==> src/rtl/core/round_robin_time_slice_scheduler_defines.svh <==
// assertion macros for the round-robin time-slice scheduler
// no dependencies; included by the top level

`ifndef ROUND_ROBIN_TIME_SLICE_SCHEDULER_DEFINES_SVH
`define ROUND_ROBIN_TIME_SLICE_SCHEDULER_DEFINES_SVH

`ifndef SYNTH
`define RRTS_ASSERT_IMPL(label, clk, rst_n, ante, cons) \
    label: assert property (@(posedge clk) disable iff (!rst_n) (ante) |-> (cons)) \
        else $error("assertion failed");
`define RRTS_ASSERT_NEXT(label, clk, rst_n, ante, cons) \
    label: assert property (@(posedge clk) disable iff (!rst_n) (ante) |=> (cons)) \
        else $error("assertion failed");
`else
`define RRTS_ASSERT_IMPL(label, clk, rst_n, ante, cons)
`define RRTS_ASSERT_NEXT(label, clk, rst_n, ante, cons)
`endif

`endif

==> src/rtl/core/rrts_pkg.sv <==
// types and constants of the round-robin time-slice scheduler
// no dependencies

`timescale 1ns / 1ps

package rrts_pkg;

    localparam int JOB_SLOTS_DEF = 16;

    localparam int CMD_W   = 2;
    localparam int IDX_W   = 4;
    localparam int TIME8_W = 8;
    localparam int TIME_W  = 16;

    localparam logic [TIME8_W-1:0] QUANTUM_RST = 8'd2;
    localparam logic [TIME_W-1:0]  TIME_MAX    = 16'hFFFF;

    typedef enum logic [CMD_W-1:0] {
        CMD_LOAD  = 2'd0,
        CMD_STEP  = 2'd1,
        CMD_CLEAR = 2'd2
    } t_cmd;

    typedef struct packed {
        logic [TIME8_W-1:0] arrival;
        logic [TIME8_W-1:0] burst;
        logic [TIME8_W-1:0] remaining;
    } t_job;

endpackage

==> src/rtl/core/round_robin_time_slice_scheduler.sv <==
// A step with nothing pending goes straight to S_FIN; otherwise it scans the slots cyclically from
// the one after the last served slot, then runs S_EXEC and S_FIN (an idle tick scans every slot).
// Throughput: one item at a time; the job memory read port scans one slot per cycle.
// Load, clear and unused commands return nothing.
// Synchronous reset clears the slot flags, clock, counters and sets the quantum to 2;
// the job memory itself is not cleared.
// depends on rrts_pkg and round_robin_time_slice_scheduler_defines.svh

`timescale 1ns / 1ps

`include "round_robin_time_slice_scheduler_defines.svh"

module round_robin_time_slice_scheduler #(
    parameter int JOB_SLOTS = rrts_pkg::JOB_SLOTS_DEF
) (
    input  logic                         i_clk,
    input  logic                         i_rst_n,

    input  logic                         i_cfg_valid,
    output logic                         o_cfg_ready,
    input  logic [rrts_pkg::TIME8_W-1:0] i_cfg_time_quantum,

    input  logic                         i_in_valid,
    output logic                         o_in_ready,
    input  logic [rrts_pkg::CMD_W-1:0]   i_command,
    input  logic [rrts_pkg::IDX_W-1:0]   i_job_index,
    input  logic [rrts_pkg::TIME8_W-1:0] i_arrival_time,
    input  logic [rrts_pkg::TIME8_W-1:0] i_burst_length,

    output logic                         o_out_valid,
    input  logic                         i_out_ready,
    output logic [rrts_pkg::IDX_W-1:0]   o_served_job,
    output logic [rrts_pkg::TIME_W-1:0]  o_slice_end_time,
    output logic [rrts_pkg::TIME8_W-1:0] o_run_length,
    output logic                         o_job_finished,
    output logic [rrts_pkg::TIME_W-1:0]  o_turnaround,
    output logic [rrts_pkg::TIME_W-1:0]  o_waiting,
    output logic                         o_idle_tick,
    output logic                         o_all_done,
    output logic [rrts_pkg::TIME_W-1:0]  o_dispatch_count
);

    import rrts_pkg::*;

    localparam int SW = $clog2(JOB_SLOTS);
    localparam int CW = $clog2(JOB_SLOTS + 1);
    localparam logic [SW-1:0] LAST_SLOT = SW'(JOB_SLOTS - 1);
    localparam logic [CW-1:0] SLOT_CNT  = CW'(JOB_SLOTS);

    typedef enum logic [1:0] {
        S_IDLE,
        S_SCAN,
        S_EXEC,
        S_FIN
    } t_state;

    function automatic logic [SW-1:0] slot_inc(input logic [SW-1:0] s);
        return (s == LAST_SLOT) ? '0 : s + 1'b1;
    endfunction

    t_state               r_state;
    logic [TIME8_W-1:0]   r_quantum;
    logic [JOB_SLOTS-1:0] r_loaded;
    logic [JOB_SLOTS-1:0] r_done;
    logic [CW-1:0]        r_pend;
    logic [TIME_W-1:0]    r_clock;
    logic [SW-1:0]        r_next_slot;
    logic [TIME_W-1:0]    r_slices;

    logic [SW-1:0]        r_rd_slot;
    logic [SW-1:0]        r_chk_slot;
    logic                 r_chk_vld;
    logic [CW-1:0]        r_issued;

    t_job                 r_job;
    logic [SW-1:0]        r_sel;
    logic [TIME8_W-1:0]   r_run;
    logic                 r_fin;
    logic                 r_res_idle;

    logic                 r_out_valid;

    // job memory, one synchronous read port
    t_job                 mem_job [JOB_SLOTS];
    t_job                 r_rd_data;
    logic                 mem_we;
    logic [SW-1:0]        mem_waddr;
    t_job                 mem_wdata;

    logic                 in_acc;
    logic                 loadable;
    logic [SW-1:0]        ld_slot;
    logic                 cand;
    logic [TIME8_W-1:0]   quantum_eff;
    logic [TIME8_W-1:0]   run_len;
    logic [TIME8_W-1:0]   rem_new;
    logic [TIME_W:0]      clock_sum;
    logic [TIME_W-1:0]    clock_new;
    logic [TIME_W-1:0]    tat;
    logic [TIME_W-1:0]    wait_t;
    logic                 out_free;

    assign o_cfg_ready = 1'b1;
    assign o_in_ready  = (r_state == S_IDLE);
    assign o_out_valid = r_out_valid;
    assign in_acc      = i_in_valid && o_in_ready;
    assign out_free    = !r_out_valid || i_out_ready;

    assign loadable = (32'(i_job_index) < JOB_SLOTS);
    assign ld_slot  = SW'(i_job_index);

    assign cand = r_chk_vld && r_loaded[r_chk_slot] && !r_done[r_chk_slot]
                  && ({8'd0, r_rd_data.arrival} <= r_clock);

    assign quantum_eff = (r_quantum == '0) ? 8'd1 : r_quantum;
    assign run_len     = (r_job.remaining < quantum_eff) ? r_job.remaining : quantum_eff;
    assign rem_new     = r_job.remaining - run_len;
    assign clock_sum   = {1'b0, r_clock} + {9'd0, run_len};
    assign clock_new   = clock_sum[TIME_W] ? TIME_MAX : clock_sum[TIME_W-1:0];

    assign tat    = r_fin ? (r_clock - {8'd0, r_job.arrival}) : '0;
    assign wait_t = (tat > {8'd0, r_job.burst}) ? (tat - {8'd0, r_job.burst}) : '0;

    always_comb begin
        mem_we    = 1'b0;
        mem_waddr = r_sel;
        mem_wdata = '{arrival: r_job.arrival, burst: r_job.burst, remaining: rem_new};
        if (r_state == S_IDLE && in_acc && i_command == CMD_LOAD && loadable) begin
            mem_we    = 1'b1;
            mem_waddr = ld_slot;
            mem_wdata = '{arrival: i_arrival_time, burst: i_burst_length,
                          remaining: i_burst_length};
        end else if (r_state == S_EXEC) begin
            mem_we = 1'b1;
        end
    end

    always_ff @(posedge i_clk) begin
        if (mem_we) begin
            mem_job[mem_waddr] <= mem_wdata;
        end
        r_rd_data <= mem_job[r_rd_slot];
    end

    always_ff @(posedge i_clk) begin
        if (!i_rst_n) begin
            r_state     <= S_IDLE;
            r_quantum   <= QUANTUM_RST;
            r_loaded    <= '0;
            r_done      <= '0;
            r_pend      <= '0;
            r_clock     <= '0;
            r_next_slot <= '0;
            r_slices    <= '0;
            r_rd_slot   <= '0;
            r_chk_slot  <= '0;
            r_chk_vld   <= 1'b0;
            r_issued    <= '0;
            r_out_valid <= 1'b0;
        end else begin
            if (i_cfg_valid) begin
                r_quantum <= i_cfg_time_quantum;
            end
            if (r_out_valid && i_out_ready && r_state != S_FIN) begin
                r_out_valid <= 1'b0;
            end

            unique case (r_state)
                S_IDLE: begin
                    if (in_acc) begin
                        unique case (i_command)
                            CMD_LOAD: begin
                                if (loadable) begin
                                    if (!(r_loaded[ld_slot] && !r_done[ld_slot])) begin
                                        r_pend <= r_pend + 1'b1;
                                    end
                                    r_loaded[ld_slot] <= 1'b1;
                                    r_done[ld_slot]   <= 1'b0;
                                end
                            end
                            CMD_STEP: begin
                                r_sel      <= '0;
                                r_run      <= '0;
                                r_fin      <= 1'b0;
                                r_res_idle <= 1'b0;
                                if (r_pend == '0) begin
                                    r_state <= S_FIN;
                                end else begin
                                    r_rd_slot <= r_next_slot;
                                    r_chk_vld <= 1'b0;
                                    r_issued  <= '0;
                                    r_state   <= S_SCAN;
                                end
                            end
                            CMD_CLEAR: begin
                                r_loaded    <= '0;
                                r_done      <= '0;
                                r_pend      <= '0;
                                r_clock     <= '0;
                                r_next_slot <= '0;
                                r_slices    <= '0;
                            end
                            default: begin
                            end
                        endcase
                    end
                end
                S_SCAN: begin
                    r_chk_slot <= r_rd_slot;
                    r_chk_vld  <= (r_issued != SLOT_CNT);
                    r_rd_slot  <= slot_inc(r_rd_slot);
                    if (r_issued != SLOT_CNT) begin
                        r_issued <= r_issued + 1'b1;
                    end
                    if (cand) begin
                        r_job   <= r_rd_data;
                        r_sel   <= r_chk_slot;
                        r_state <= S_EXEC;
                    end else if (!r_chk_vld && r_issued == SLOT_CNT) begin
                        r_res_idle <= 1'b1;
                        if (r_clock != TIME_MAX) begin
                            r_clock <= r_clock + 1'b1;
                        end
                        r_state <= S_FIN;
                    end
                end
                S_EXEC: begin
                    r_clock     <= clock_new;
                    r_run       <= run_len;
                    r_next_slot <= slot_inc(r_sel);
                    if (r_slices != TIME_MAX) begin
                        r_slices <= r_slices + 1'b1;
                    end
                    if (rem_new == '0) begin
                        r_fin         <= 1'b1;
                        r_done[r_sel] <= 1'b1;
                        r_pend        <= r_pend - 1'b1;
                    end
                    r_state <= S_FIN;
                end
                S_FIN: begin
                    if (out_free) begin
                        r_out_valid      <= 1'b1;
                        o_served_job     <= IDX_W'(r_sel);
                        o_slice_end_time <= r_clock;
                        o_run_length     <= r_run;
                        o_job_finished   <= r_fin;
                        o_turnaround     <= tat;
                        o_waiting        <= wait_t;
                        o_idle_tick      <= r_res_idle;
                        o_all_done       <= (r_pend == '0);
                        o_dispatch_count <= r_slices;
                        r_state          <= S_IDLE;
                    end
                end
                default: begin
                    r_state <= S_IDLE;
                end
            endcase
        end
    end

    // dispatched slot must be a live job
    `RRTS_ASSERT_IMPL(a_exec_live, i_clk, i_rst_n, r_state == S_EXEC, r_loaded[r_sel] && !r_done[r_sel])
    // an idle tick only happens while jobs are pending
    `RRTS_ASSERT_IMPL(a_idle_pending, i_clk, i_rst_n, r_state == S_FIN && r_res_idle, r_pend != '0)
    // a step with pending jobs starts a scan
    `RRTS_ASSERT_NEXT(a_step_scan, i_clk, i_rst_n, in_acc && i_command == CMD_STEP && r_pend != '0, r_state == S_SCAN)
    // pending count never exceeds the table
    `RRTS_ASSERT_IMPL(a_pend_range, i_clk, i_rst_n, 1'b1, r_pend <= SLOT_CNT)

endmodule

==> config.mk <==
export PLATFORM = sky130hd
export DESIGN_NAME = round_robin_time_slice_scheduler
export DESIGN_NICKNAME = d
export VERILOG_FILES = /design/src/rtl/core/rrts_pkg.sv /design/src/rtl/core/round_robin_time_slice_scheduler.sv
export VERILOG_INCLUDE_DIRS = /design/src /design/src/rtl/core
export SDC_FILE = /design/constraint.sdc
export NUM_CORES = 1
export LEC_CHECK = 0
export BUFFER_PORTS_ARGS = -buffer_cell sky130_fd_sc_hd__buf_2
export CORE_MARGIN = 8
export CORE_UTILIZATION = 39
export CTS_BUF_LIST = sky130_fd_sc_hd__clkbuf_8
export DETAILED_ROUTE_END_ITERATION = 10
export PLACE_DENSITY = 0.64
export SYNTH_ARGS = -nofsm -noshare
export SYNTH_HDL_FRONTEND = slang
export SYNTH_SLANG_ARGS = --single-unit
==> constraint.sdc <==
create_clock -name i_clk -period 4.7 [get_ports i_clk]
set_input_delay 0.235 -clock i_clk [delete_from_list [all_inputs] [get_ports i_clk]]
set_output_delay 0.235 -clock i_clk [all_outputs]
set_load 0.03 [all_outputs]
## Yosys cells after proc, flatten, opt, wreduce, memory -nomap -nowiden

Memories as Yosys holds them, arrays and structs flattened. A register that Yosys moved wholly into a read port is not among the register bits.
Index checks and enable logic that the tools add are counted.

| storage, ports and cells | value |
|---|---|
| latch bits | 0 |
| logic and storage cells | 203 |
| output and inout bits | 82 |
| bits of input ports | 35 |
| bits in read-only memories | 0 |
| RAM bits | 384 |
| memories kept | 1 |
| register bits | 215 |

Memory list:

| name | depth | bits a word | read ports | clocked after memory_dff | write ports | RTL line | text |
|---|---|---|---|---|---|---|---|
| mem_job | 16 | 24 | 1 | 1 | 1 | round_robin_time_slice_scheduler.sv:84 | `t_job mem_job [JOB_SLOTS];` |

| operators by class | value |
|---|---|
| reduce and logical (&&, ||, !) cells | 41 |
| $lt $le $gt $ge | 8 |
| add/subtract/negate cells | 11 |
| bitwise gates (word level) | 4 |
| div/mod/pow operators | 0 |
| multiplexer cells | 82 |
| equal/unequal tests | 27 |
| shift-type cells | 0 |
| multipliers | 0 |

Operators by type and width:

| operator | count |
|---|---|
| $mux W16 | 10 |
| $pmux W16 S2 | 4 |
| $pmux W16 S3 | 1 |
| $mux W4 | 11 |
| $mux W5 | 7 |
| $add A16 B1 Y16 const B | 2 |
| $mux W8 | 4 |
| $ne A16 B16 Y1 const B | 2 |
| $or A16 B16 Y16 | 2 |
| $sub A16 B8 Y16 | 2 |
| $pmux W5 S2 | 3 |
| $mux W24 | 1 |
| $pmux W4 S2 | 3 |
| $mux W1 | 21 |
| $reduce_and A4 Y1 | 5 |
| $reduce_and A5 Y1 | 4 |
| $add A16 B8 Y17 | 1 |
| $and A16 B16 Y16 | 1 |
| $bmux W1 S4 | 4 |
| $gt A16 B8 Y1 | 1 |
| $le A8 B16 Y1 | 1 |
| $logic_not A8 Y1 | 2 |
| $ne A2 B2 Y1 const B | 8 |
| $not A16 Y16 | 1 |
| 29 further kinds | 72 |

## Longest topological paths before layout

Gate-level depths: netlist of the first run.

| depth | value |
|---|---|
| depth after elaboration | 9 |
| depth in mapped cells | 20 |
| depth with buffers taken out | 19 |

## Worst setup path after synthesis of the first run

No wires, ideal clock.

| path | value |
|---|---|
| path kind | register to register |
| start point | register r_job[1] in the netlist's numbering |
| end point | register r_clock[13] |
| path buffers | 2 |
| path slack | 215 ps |
| data arrival time | 4356 ps |
| required time | 4571 ps |
| stages on the path, launching flop included | 20 |
| clock period less this slack | 4485 ps |
| cell sequence | edfxtp_1 > ha_1 > a211o_1 > a21oi_1 > o21ai_2 > a21oi_1 > clkbuf_1 > nor2_1 > a21oi_1 > inv_1 > ha_1 > nor2b_1 > o21ai_0 > a21oi_1 > o41ai_1 > or2_2 > clkbuf_1 > o21ai_0 > a22oi_1 > o21ai_0 |

| between the ends | value |
|---|---|
| cells in the longest elaborated chain, start to end | 5 |

Ends and longest elaborated chain:

| what | RTL line | text |
|---|---|---|
| start: declaration | round_robin_time_slice_scheduler.sv:75 | `t_job r_job;` |
| start signal: assignment | round_robin_time_slice_scheduler.sv:216 | `r_job <= r_rd_data;` |
| $lt A8 B8 Y1 | round_robin_time_slice_scheduler.sv:116 | `assign run_len = (r_job.remaining < quantum_eff) ? r_job.remaining : quantum_eff;` |
| $mux W8 | round_robin_time_slice_scheduler.sv:116 |  |
| net run_len[2] | round_robin_time_slice_scheduler.sv:95 | `logic [TIME8_W-1:0] run_len;` |
| $add A16 B8 Y17 | round_robin_time_slice_scheduler.sv:118 | `assign clock_sum = {1'b0, r_clock} + {9'd0, run_len};` |
| $mux W16 | round_robin_time_slice_scheduler.sv:119 | `assign clock_new = clock_sum[TIME_W] ? TIME_MAX : clock_sum[TIME_W-1:0];` |
| $pmux W16 S3 | round_robin_time_slice_scheduler.sv:168 | `unique case (r_state)` |
| end signal: assignment | round_robin_time_slice_scheduler.sv:222 | `r_clock <= r_clock + 1'b1;` |
| end signal: assignment | round_robin_time_slice_scheduler.sv:228 | `r_clock <= clock_new;` |
| end: declaration | round_robin_time_slice_scheduler.sv:66 | `logic [TIME_W-1:0] r_clock;` |

The timed path passes the listed nets, and every way through them passes these cells.
A chain may end at the register's enable or synchronous reset.

## Final worst setup path of the first run

| path | value |
|---|---|
| start point | register r_quantum[1] |
| end point | register r_pend[2] |

| between the ends | value |
|---|---|
| cells in the longest elaborated chain, start to end | 8 |

Ends and longest elaborated chain:

| what | RTL line | text |
|---|---|---|
| start: declaration | round_robin_time_slice_scheduler.sv:62 | `logic [TIME8_W-1:0] r_quantum;` |
| start signal: assignment | round_robin_time_slice_scheduler.sv:162 | `r_quantum <= i_cfg_time_quantum;` |
| $logic_not A8 Y1 | round_robin_time_slice_scheduler.sv:115 | `assign quantum_eff = (r_quantum == '0) ? 8'd1 : r_quantum;` |
| $mux W8 * | round_robin_time_slice_scheduler.sv:115 |  |
| $lt A8 B8 Y1 | round_robin_time_slice_scheduler.sv:116 |  |
| $mux W8 * | round_robin_time_slice_scheduler.sv:116 |  |
| $sub A8 B8 Y8 * | round_robin_time_slice_scheduler.sv:117 | `assign rem_new = r_job.remaining - run_len;` |
| $logic_not A8 Y1 * | round_robin_time_slice_scheduler.sv:234 | `if (rem_new == '0) begin` |
| $ne A2 B1 Y1 (no source line) * | -- |  |
| $reduce_and A5 Y1 (no source line) * | -- |  |
| end signal: assignment | round_robin_time_slice_scheduler.sv:175 | `r_pend <= r_pend + 1'b1;` |
| end signal: assignment | round_robin_time_slice_scheduler.sv:237 | `r_pend <= r_pend - 1'b1;` |
| end: declaration | round_robin_time_slice_scheduler.sv:65 | `logic [CW-1:0] r_pend;` |

Mark *: on every way between the ends. The rest lies on a longest branch, timed or not.

==> PnR_summary.wiki, run 1 <==
{| class="wikitable"
! Metric !! Value
|-
| Result of the run || completed
|-
| Number of synthesized flops with an enable pin || 501
|-
| Post-synth top cells || sky130_fd_sc_hd__edfxtp_1, sky130_fd_sc_hd__nor2_1, sky130_fd_sc_hd__mux4_2
|-
| Vias after detailed routing || 16,500
|-
| Primary FF master, synth || sky130_fd_sc_hd__edfxtp_1
|-
| # port buffers || 115
|-
| Global Route Usage Sum || 0.164
|-
| Required time reported for the critical path endpoint || 5.32 ns
|-
| Std-Cell Core Area || 68,200 µm²
|-
| Height of the chip || 278 µm
|-
| Synth unique cells || 79
|-
| Yosys reg bits || 623
|-
| Switching portion of total power || 0.278
|-
| Worst-margin pin slew || 1.14 ns
|-
| Internal power summed over all cells || 9370 µW
|-
| Global route total overflow || 0
|-
| Count of clock tree sinks || 623
|-
| Initial core utilization || 0.391
|-
| Initial antenna violation count || 2
|-
| Via count normalized by instance count || 5.49
|-
| Final std cells w/o fill || 3,003
|-
| Length of the first detailed-routing pass in iterations || 5
|-
| Die area || 77,100 µm²
|-
| Clock tree from TritonCTS || yes
|-
| Antenna cell count || 0
|-
| H-tree depth || 3
|-
| Worst hold path class || in -> reg
|-
| LEAKAGE || 0.0106 µW
|-
| Post-synthesis share of cell area spent on and, or, nand and nor gates || 0.0843
|-
| Number of pins with negative max-slew slack in the final report || 0
|-
| Instance count of the mapped netlist || 1,831
|-
| Number of setup violations in the final report || 0
|-
| Largest net degree at the start of global routing || 64
|-
| Syn nets || 1,932
|-
| Category of cells accounting for the largest share of critical-path delay || compound AO/OA/AOI/OAI gates
|-
| Headroom to the max-slew limit || 0.235
|-
| Buffers & Inverters on Critical Path || 3
|-
| Average wire per standard cell || 21.4 µm
|-
| Clock edge transition at the registers on the reported setup and hold paths || 0.07 ns
|-
| Total power divided by cell area || 422 nW/µm²
|-
| Maximum achievable frequency || 0.228 GHz
|-
| Crit start category || register
|-
| Area post-placement || 28,600 µm²
|-
| Fraction of registers with async set or reset after synthesis || 0
|-
| Final hold violations || 0
|-
| Critical Path Slowest Stage Cell || sky130_fd_sc_hd__or4_1
|-
| Worst path arrival time || 5.00 ns
|-
| DRC violation count after routing || 0
|-
| Most common cell in the netlist || sky130_fd_sc_hd__edfxtp_1
|-
| Xor and xnor area share after synthesis || 0.0154
|-
| Sequential-to-total area share from yosys stat || 0.655
|-
| Worst-skew pair later-pin latency || 0.71 ns
|-
| Antenna Violating Nets Remaining || 0
|-
| Crit Path Max Fanout || 15
|-
| Area fraction of the dominant cell type after synthesis || 0.564
|-
| I/O pin total || 117
|-
| Reg power frac || 0.503
|-
| Worst clock skew || 0.0414 ns
|-
| Cell seen most often among critical-path stages || sky130_fd_sc_hd__a21oi_1
|-
| Initial DRC count || 1,383
|-
| Peak per-stage delay on the critical path || 0.47 ns
|-
| Relative contribution of the clock network to total power || 0.336
|-
| Number of global-route vias before repair || 16,800
|-
| Wire length reported by the detailed router || 64,100 µm
|-
| Worst Slack Setup Final || 0.322 ns
|-
| Maximum clock insertion buffer count || 3
|-
| Synth Area in Adders || 0.0321
|-
| Combinational share of power || 0.161
|-
| Count of warnings emitted by yosys || 0
|-
| Final weighted congestion in routability-driven placement || 0.879
|-
| Worst path cell trace || inv_1 > ha_1 > a211o_1 > a21oi_1 > o21ai_2 > a21oi_2 > buf_4 > nor2_1 > a21oi_2 > ha_1 > nand2b_1 > a21oi_1 > or4_1 > a31oi_4 > xnor2_2 > a2111oi_4 > buf_4 > a21oi_1 > a311oi_1
|-
| Post-synthesis average cell area || 14.6 µm²
|-
| Peak ir drop on the vdd network || 0.197 mV
|-
| Cell types with the largest area share after synthesis || sky130_fd_sc_hd__edfxtp_1, sky130_fd_sc_hd__mux4_2, sky130_fd_sc_hd__dfxtp_1, sky130_fd_sc_hd__ha_1, sky130_fd_sc_hd__nor2_1
|-
| Complex-gate fraction of the synthesized area || 0.0782
|-
| Setup slack after placement || -0.139 ns
|-
| Switch Pwr || 3610 µW
|-
| Worst hold slack after final layout || 0.0680 ns
|-
| Nets@finish || 2,141
|-
| Crit Path Class || reg -> reg
|-
| Main combinational cell family by area after synthesis || multiplexers
|-
| Layout cell share with drive strength beyond 1 || 0.224
|-
| TritonCTS Buffers || 95
|-
| Wire length of the first global-routing pass || 98,400 µm
|-
| Critical Path End Type || register
|-
| Clock Root Buffer || sky130_fd_sc_hd__clkbuf_8
|-
| Final critical-path share of the clock period || 0.931
|-
| Synth area leader || sky130_fd_sc_hd__edfxtp_1
|-
| Area added between synthesis and finish || 15.1%
|-
| Final instance area || 30,700 µm²
|-
| Std-Cell Rows || 96
|-
| Placed insts || 2,803
|-
| Share of synthesized area spent on multiplexers || 0.112
|-
| Die width || 278 µm
|-
| Synthesized area || 26,700 µm²
|-
| Number of maximum-capacitance constraint violations || 0
|-
| Final critical path time including I/O delays and setup || 4.38 ns
|-
| Final HPWL DP || 40,100 µm
|}
==> repair_timing <==
| action | in CTS | in global routing |
|---|---|---|
| resized for setup | 2 | 8 |
| pin swaps | 0 | 1 |
| endpoints found under the hold margin | 12 | 0 |
| endpoints found under the setup margin | 28 | 53 |
| gates cloned | 0 | 0 |
| setup buffers | 0 | 3 |
| hold buffers | 19 | 0 |
==> path summary, 6_finish.rpt <==
| check | slack [ns] | from | cells after the start | end |
|---|---|---|---|---|
| setup reg to reg | 0.32 | r_quantum[1] | 19 | r_pend[2] |
| hold / removal | 0.07 | i_arrival_time[3] | 4 | mem_job[8][19] |
| setup / recovery | 0.32 | r_quantum[1] | 19 | r_pend[2] |
| hold reg to reg | 0.39 | r_rd_data[2] | 0 | r_job[2] |
==> state kept, by name, indices dropped and copies added (netlist names), 5 cells and up <==
register and flops:
o_turnaround 16, r_rd_data 24, mem_job 384, o_waiting 16, r_run 8, r_loaded 16
r_quantum 8, o_dispatch_count 16, r_done 16, r_pend 5, r_clock 16, r_slices 16
r_issued 5, r_job 24, o_run_length 8, o_slice_end_time 16
==> power groups by stage <==
stage               registers [µW]  logic, µW  clock network (µW)
finish                        6520       2100                4360
global route                  6540       2290                4700
CTS                           6520       2090                4480
detailed placement            6640       2070                   0
global placement              6620       2030                   0
floorplan                     6630       1390                   0
==> layout by cell type, fill, tap and decap left out, drive strengths merged, types with 31 or more instances in the layout <==
cell type / n
nor3: 38
ha: 62
dfxtp: 122
o21ai: 78
clkbuf: 104
nor2: 165
a21oi: 93
inv: 111
a31oi: 44
clkinv: 31
buf: 181
edfxtp: 501
mux4: 123
nand2: 96
==> cells by family (layout without fill, tap and decap cells) <==
family | count (synthesis) | after routing
flip-flops | 623 | 623
AND/OR/NAND/NOR | 462 | 462
AO/OA/AOI/OAI | 328 | 328
buffers and inverters | 160 | 450
multiplexers | 145 | 145
adder cells (fa/ha/maj) | 66 | 66
XOR/XNOR | 46 | 46
other | 1 | 1
==> worst reg2reg max path: cells and delay by family, from the launching register on <==
kind | cells | cell delay [ns]
AOI/OAI and AO/OA | 10 | 1.98
buffers and inverters | 3 | 0.54
DFF | 1 | 0.38
adders and majority gates | 2 | 0.61
and+or+nand+nor | 3 | 0.64
xor gates and xnor gates | 1 | 0.15
==> per-layer routing <==
metal	track usage	part of all wire	vias up	wire length (µm)
met3	0.0346	0.060	131	3870
met4	0.0622	0.026	4	1670
li1	-	-	7505	-
met5	0	0.00031	-	20
met1	0.196	0.40	8265	25800
met2	0.288	0.51	573	32700
==> through the flow <==
stage | total power, µW | util | TNS [ns]
CTS | 13100 | 0.449 | 0
detailed placement | 8700 | 0.419 | -2.22
floorplan | 8020 | - | 0
global route | 13500 | 0.450 | -0.00359
global placement | 8650 | 0.419 | 0
finish | 13000 | 0.450 | 0
==> layout make-up <==
type / count / area [µm²]
multi-input combinational: 1048 / 8690
clock inverter: 74 / 442
tap: 882 / 1100
inverter: 72 / 270
clock buffer: 104 / 1430
timing repair buffer: 200 / 1290
sequential: 623 / 17500
fill: 6028 / 37500
Note: power is estimated with default switching activity, not from simulation.
==> run 2, diff against run 1 <==
- ABC_AREA: not set -> 1
- HOLD_SLACK_MARGIN: not set -> 0.15
==> PnR_summary.wiki, run 2 <==
{| class="wikitable"
! Metric !! Value
|-
| Result of the run || completed
|-
| Peak ir drop on the vdd network || 0.236 mV
|-
| Vias after detailed routing || 19,900
|-
| Initial core utilization || 0.395
|-
| Layout fillers || 6,275
|-
| Initial DRC count || 1,946
|-
| Setup repair after global routing missed its margin || no
|-
| Most common cell in the netlist || sky130_fd_sc_hd__edfxtp_1
|-
| Worst-margin pin slew || 1.08 ns
|-
| Cell types with the largest area share after synthesis || sky130_fd_sc_hd__edfxtp_1, sky130_fd_sc_hd__dfxtp_1, sky130_fd_sc_hd__nor2_1, sky130_fd_sc_hd__o21ai_0, sky130_fd_sc_hd__nand2_1
|-
| Number of pins with negative max-slew slack in the final report || 0
|-
| Area fraction of the dominant cell type after synthesis || 0.554
|-
| Die width || 280 µm
|-
| Sequential-to-total area share from yosys stat || 0.643
|-
| Clock edge transition at the registers on the reported setup and hold paths || 0.06 ns
|-
| FF-to-FF path depth || 22
|-
| Crit start category || register
|-
| Height of the chip || 280 µm
|-
| Total power divided by cell area || 452 nW/µm²
|-
| Layout cell share with drive strength beyond 1 || 0.131
|-
| Wire length reported by the detailed router || 73,900 µm
|-
| Most common cell after layout, fill and taps aside || sky130_fd_sc_hd__edfxtp_1
|-
| Number of setup violations in the final report || 0
|-
| Clock tree from TritonCTS || yes
|-
| Yosys reg bits || 623
|-
| Nets@finish || 2,810
|-
| Worst min-delay path startpoint || i_burst_length[0]
|-
| Number of flip-flops in the largest register || 384
|-
| Count of clock tree sinks || 623
|-
| Final critical-path share of the clock period || 0.889
|-
| Global route total overflow || 0
|-
| Post-synth top cells || sky130_fd_sc_hd__edfxtp_1, sky130_fd_sc_hd__nor2_1, sky130_fd_sc_hd__nand2_1
|-
| Crit. Startpoint || r_job[5]
|-
| Syn nets || 2,616
|-
| I/O pin total || 117
|-
| Buffers inserted during post-CTS setup optimization || 0
|-
| Largest net degree at the start of global routing || 146
|-
| Final critical path time including I/O delays and setup || 4.18 ns
|-
| Area taken by flip-flops and latches || 17,500 µm²
|-
| # resized after CTS || 0
|-
| Setup slack of the most critical reg-to-reg path || 0.52 ns
|-
| H-tree depth || 3
|-
| Required time reported for the critical path endpoint || 5.31 ns
|-
| LEAKAGE || 0.0114 µW
|-
| Area added between synthesis and finish || 15.2%
|-
| Number of maximum-capacitance constraint violations || 0
|-
| Worst hold path cell count || 4
|-
| Die area || 78,400 µm²
|-
| Crit Path Class || reg -> reg
|-
| Area post-placement || 29,100 µm²
|-
| Worst clock skew || 0.0408 ns
|-
| Via count normalized by instance count || 5.34
|-
| Instance count of the mapped netlist || 2,515
|-
| Final hold violations || 0
|-
| Worst path arrival time || 4.79 ns
|-
| Synthesized area || 27,200 µm²
|-
| Count of warnings emitted by yosys || 0
|-
| Placed insts || 3,509
|-
| Commonest non-fill, non-tap cells in the layout || sky130_fd_sc_hd__edfxtp_1, sky130_fd_sc_hd__nor2_1, sky130_fd_sc_hd__nand2_1, sky130_fd_sc_hd__inv_1, sky130_fd_sc_hd__o21ai_0
|-
| Crit Path Max Fanout || 16
|-
| Worst-skew pair later-pin latency || 0.72 ns
|-
| Primary FF master, synth || sky130_fd_sc_hd__edfxtp_1
|-
| Startpoint of the worst-slack reg-to-reg timing path || r_job[5]
|-
| Wire length of the first global-routing pass || 112,000 µm
|-
| Final instance area || 31,300 µm²
|-
| Std-Cell Core Area || 68,800 µm²
|-
| Clock Root Buffer || sky130_fd_sc_hd__clkbuf_8
|-
| Antenna Violating Nets Remaining || 0
|-
| Final weighted congestion in routability-driven placement || 0.866
|-
| Synth unique cells || 57
|-
| Final HPWL DP || 45,300 µm
|-
| Length of the first detailed-routing pass in iterations || 8
|-
| Critical Path End Type || register
|-
| Global Route Usage Sum || 0.182
|-
| # port buffers || 115
|-
| Synth area leader || sky130_fd_sc_hd__edfxtp_1
|-
| Number of global-route vias before repair || 19,300
|-
| Area used by multi-input combinational logic || 8470 µm²
|-
| Maximum achievable frequency || 0.239 GHz
|-
| Std-Cell Rows || 96
|-
| Register with the highest flop count || mem_job
|-
| Fraction of registers with async set or reset after synthesis || 0
|-
| Initial antenna violation count || 1
|-
| Final total negative setup slack || 0 ns
|-
| Final std cells w/o fill || 3,727
|-
| DRC violation count after routing || 0
|-
| Headroom to the max-slew limit || 0.279
|-
| Average wire per standard cell || 19.8 µm
|-
| Largest registers || mem_job x384, r_job x24, r_rd_data x24
|-
| Maximum clock insertion buffer count || 3
|-
| Post-synthesis average cell area || 10.8 µm²
|-
| Number of synthesized flops with an enable pin || 501
|-
| Worst hold path class || in -> reg
|-
| TritonCTS Buffers || 99
|}
run 2: changes by cell type in the layout (fill, tap and decap cells not counted), moves of 22 or more:
| cell | previous run | this run |
|---|---|---|
| sky130_fd_sc_hd__o221ai_1 | 1 | 39 |
| sky130_fd_sc_hd__nor2b_1 | 22 | 0 |
| sky130_fd_sc_hd__nand2_1 | 96 | 315 |
| sky130_fd_sc_hd__o21ai_0 | 66 | 253 |
| sky130_fd_sc_hd__nand3_1 | 21 | 99 |
| sky130_fd_sc_hd__a21oi_1 | 89 | 146 |
| sky130_fd_sc_hd__nor2_1 | 148 | 346 |
| sky130_fd_sc_hd__o32ai_1 | 2 | 57 |
| sky130_fd_sc_hd__mux4_2 | 123 | 0 |
| sky130_fd_sc_hd__a31oi_1 | 43 | 7 |
| sky130_fd_sc_hd__inv_1 | 106 | 255 |
run 2: power breakdown:
group	leakage, µW	switching [µW]	internal, µW
sequential	0.00553	333	6510
clock	0.00114	2220	2250
combinational	0.00475	1990	855
run 2: logic make-up after synthesis:
kind of cell             Yosys count  synth area share
AO/OA/AOI/OAI                    548             0.120
XOR/XNOR                          28           0.00902
adder cells (fa/ha/maj)           66            0.0315
buffers and inverters            339            0.0476
flip-flops                       623             0.643
multiplexers                      39            0.0144
other                              1          0.000138
AND/OR/NAND/NOR                  871             0.134
run 2: layout make-up:
class,instances,area share
Antenna cell,1,0.0000799
Inverter,225,0.0271
Clock buffer,114,0.0501
Sequential cell,623,0.559
Tap cell,931,0.0372
Timing Repair Buffer,207,0.0444
Clock inverter,73,0.0121
Multi-Input combinational cell,1553,0.270
run 2: routing by layer:
layer | vias up | routed length (µm) | global-route usage
li1 | 9328 | - | -
met2 | 765 | 34900 | 0.301
met1 | 9658 | 31700 | 0.240
met5 | - | 0 | 0
met4 | 0 | 2420 | 0.0725
met3 | 149 | 4850 | 0.0274
run 2: critical path, cell delays in order, from the launching register on:
cell                       delay [ns]
sky130_fd_sc_hd__edfxtp_1        0.43
sky130_fd_sc_hd__ha_1            0.32
sky130_fd_sc_hd__a21oi_1         0.14
sky130_fd_sc_hd__nor2_1          0.06
sky130_fd_sc_hd__a211oi_1        0.21
sky130_fd_sc_hd__nand2_1         0.16
sky130_fd_sc_hd__buf_4           0.22
sky130_fd_sc_hd__o21ai_0         0.28
sky130_fd_sc_hd__inv_1           0.12
sky130_fd_sc_hd__ha_1            0.36
sky130_fd_sc_hd__a21oi_1         0.15
sky130_fd_sc_hd__nand2_1         0.10
sky130_fd_sc_hd__nand2_1         0.07
sky130_fd_sc_hd__nand2_1         0.05
sky130_fd_sc_hd__a21oi_1         0.16
sky130_fd_sc_hd__xor2_1          0.23
sky130_fd_sc_hd__nand3_1         0.10
sky130_fd_sc_hd__nor2_1          0.11
sky130_fd_sc_hd__nand3_1         0.17
sky130_fd_sc_hd__nand2_2         0.13
sky130_fd_sc_hd__buf_4           0.24
sky130_fd_sc_hd__nand4_1         0.12
sky130_fd_sc_hd__a21oi_1         0.18
run 2: final timing paths:
| kind | to |
|---|---|
| worst max register to register | r_done[1] |
| worst min register to register | r_job[4] |
| worst max-delay path | r_done[1] |
| worst min-delay path | mem_job[4][0] |
run 2: timing repair:
item,CTS,global route
endpoints found under the hold margin,192,0
endpoints found under the setup margin,0,0
hold buffers,30,0
run 2: through the flow:
step | total power (µW) | util | setup WS, ns | hold WS, ns
finish | 14200 | 0.455 | 0.523 | 0.229
global route | 14800 | 0.455 | 0.0654 | 0.202
CTS | 14200 | 0.455 | 0.539 | 0.153
detailed placement | 9760 | 0.422 | 0.575 | 0.389
floorplan | 8730 | - | 0.515 | 0.346
global placement | 9680 | 0.422 | 0.725 | 0.389
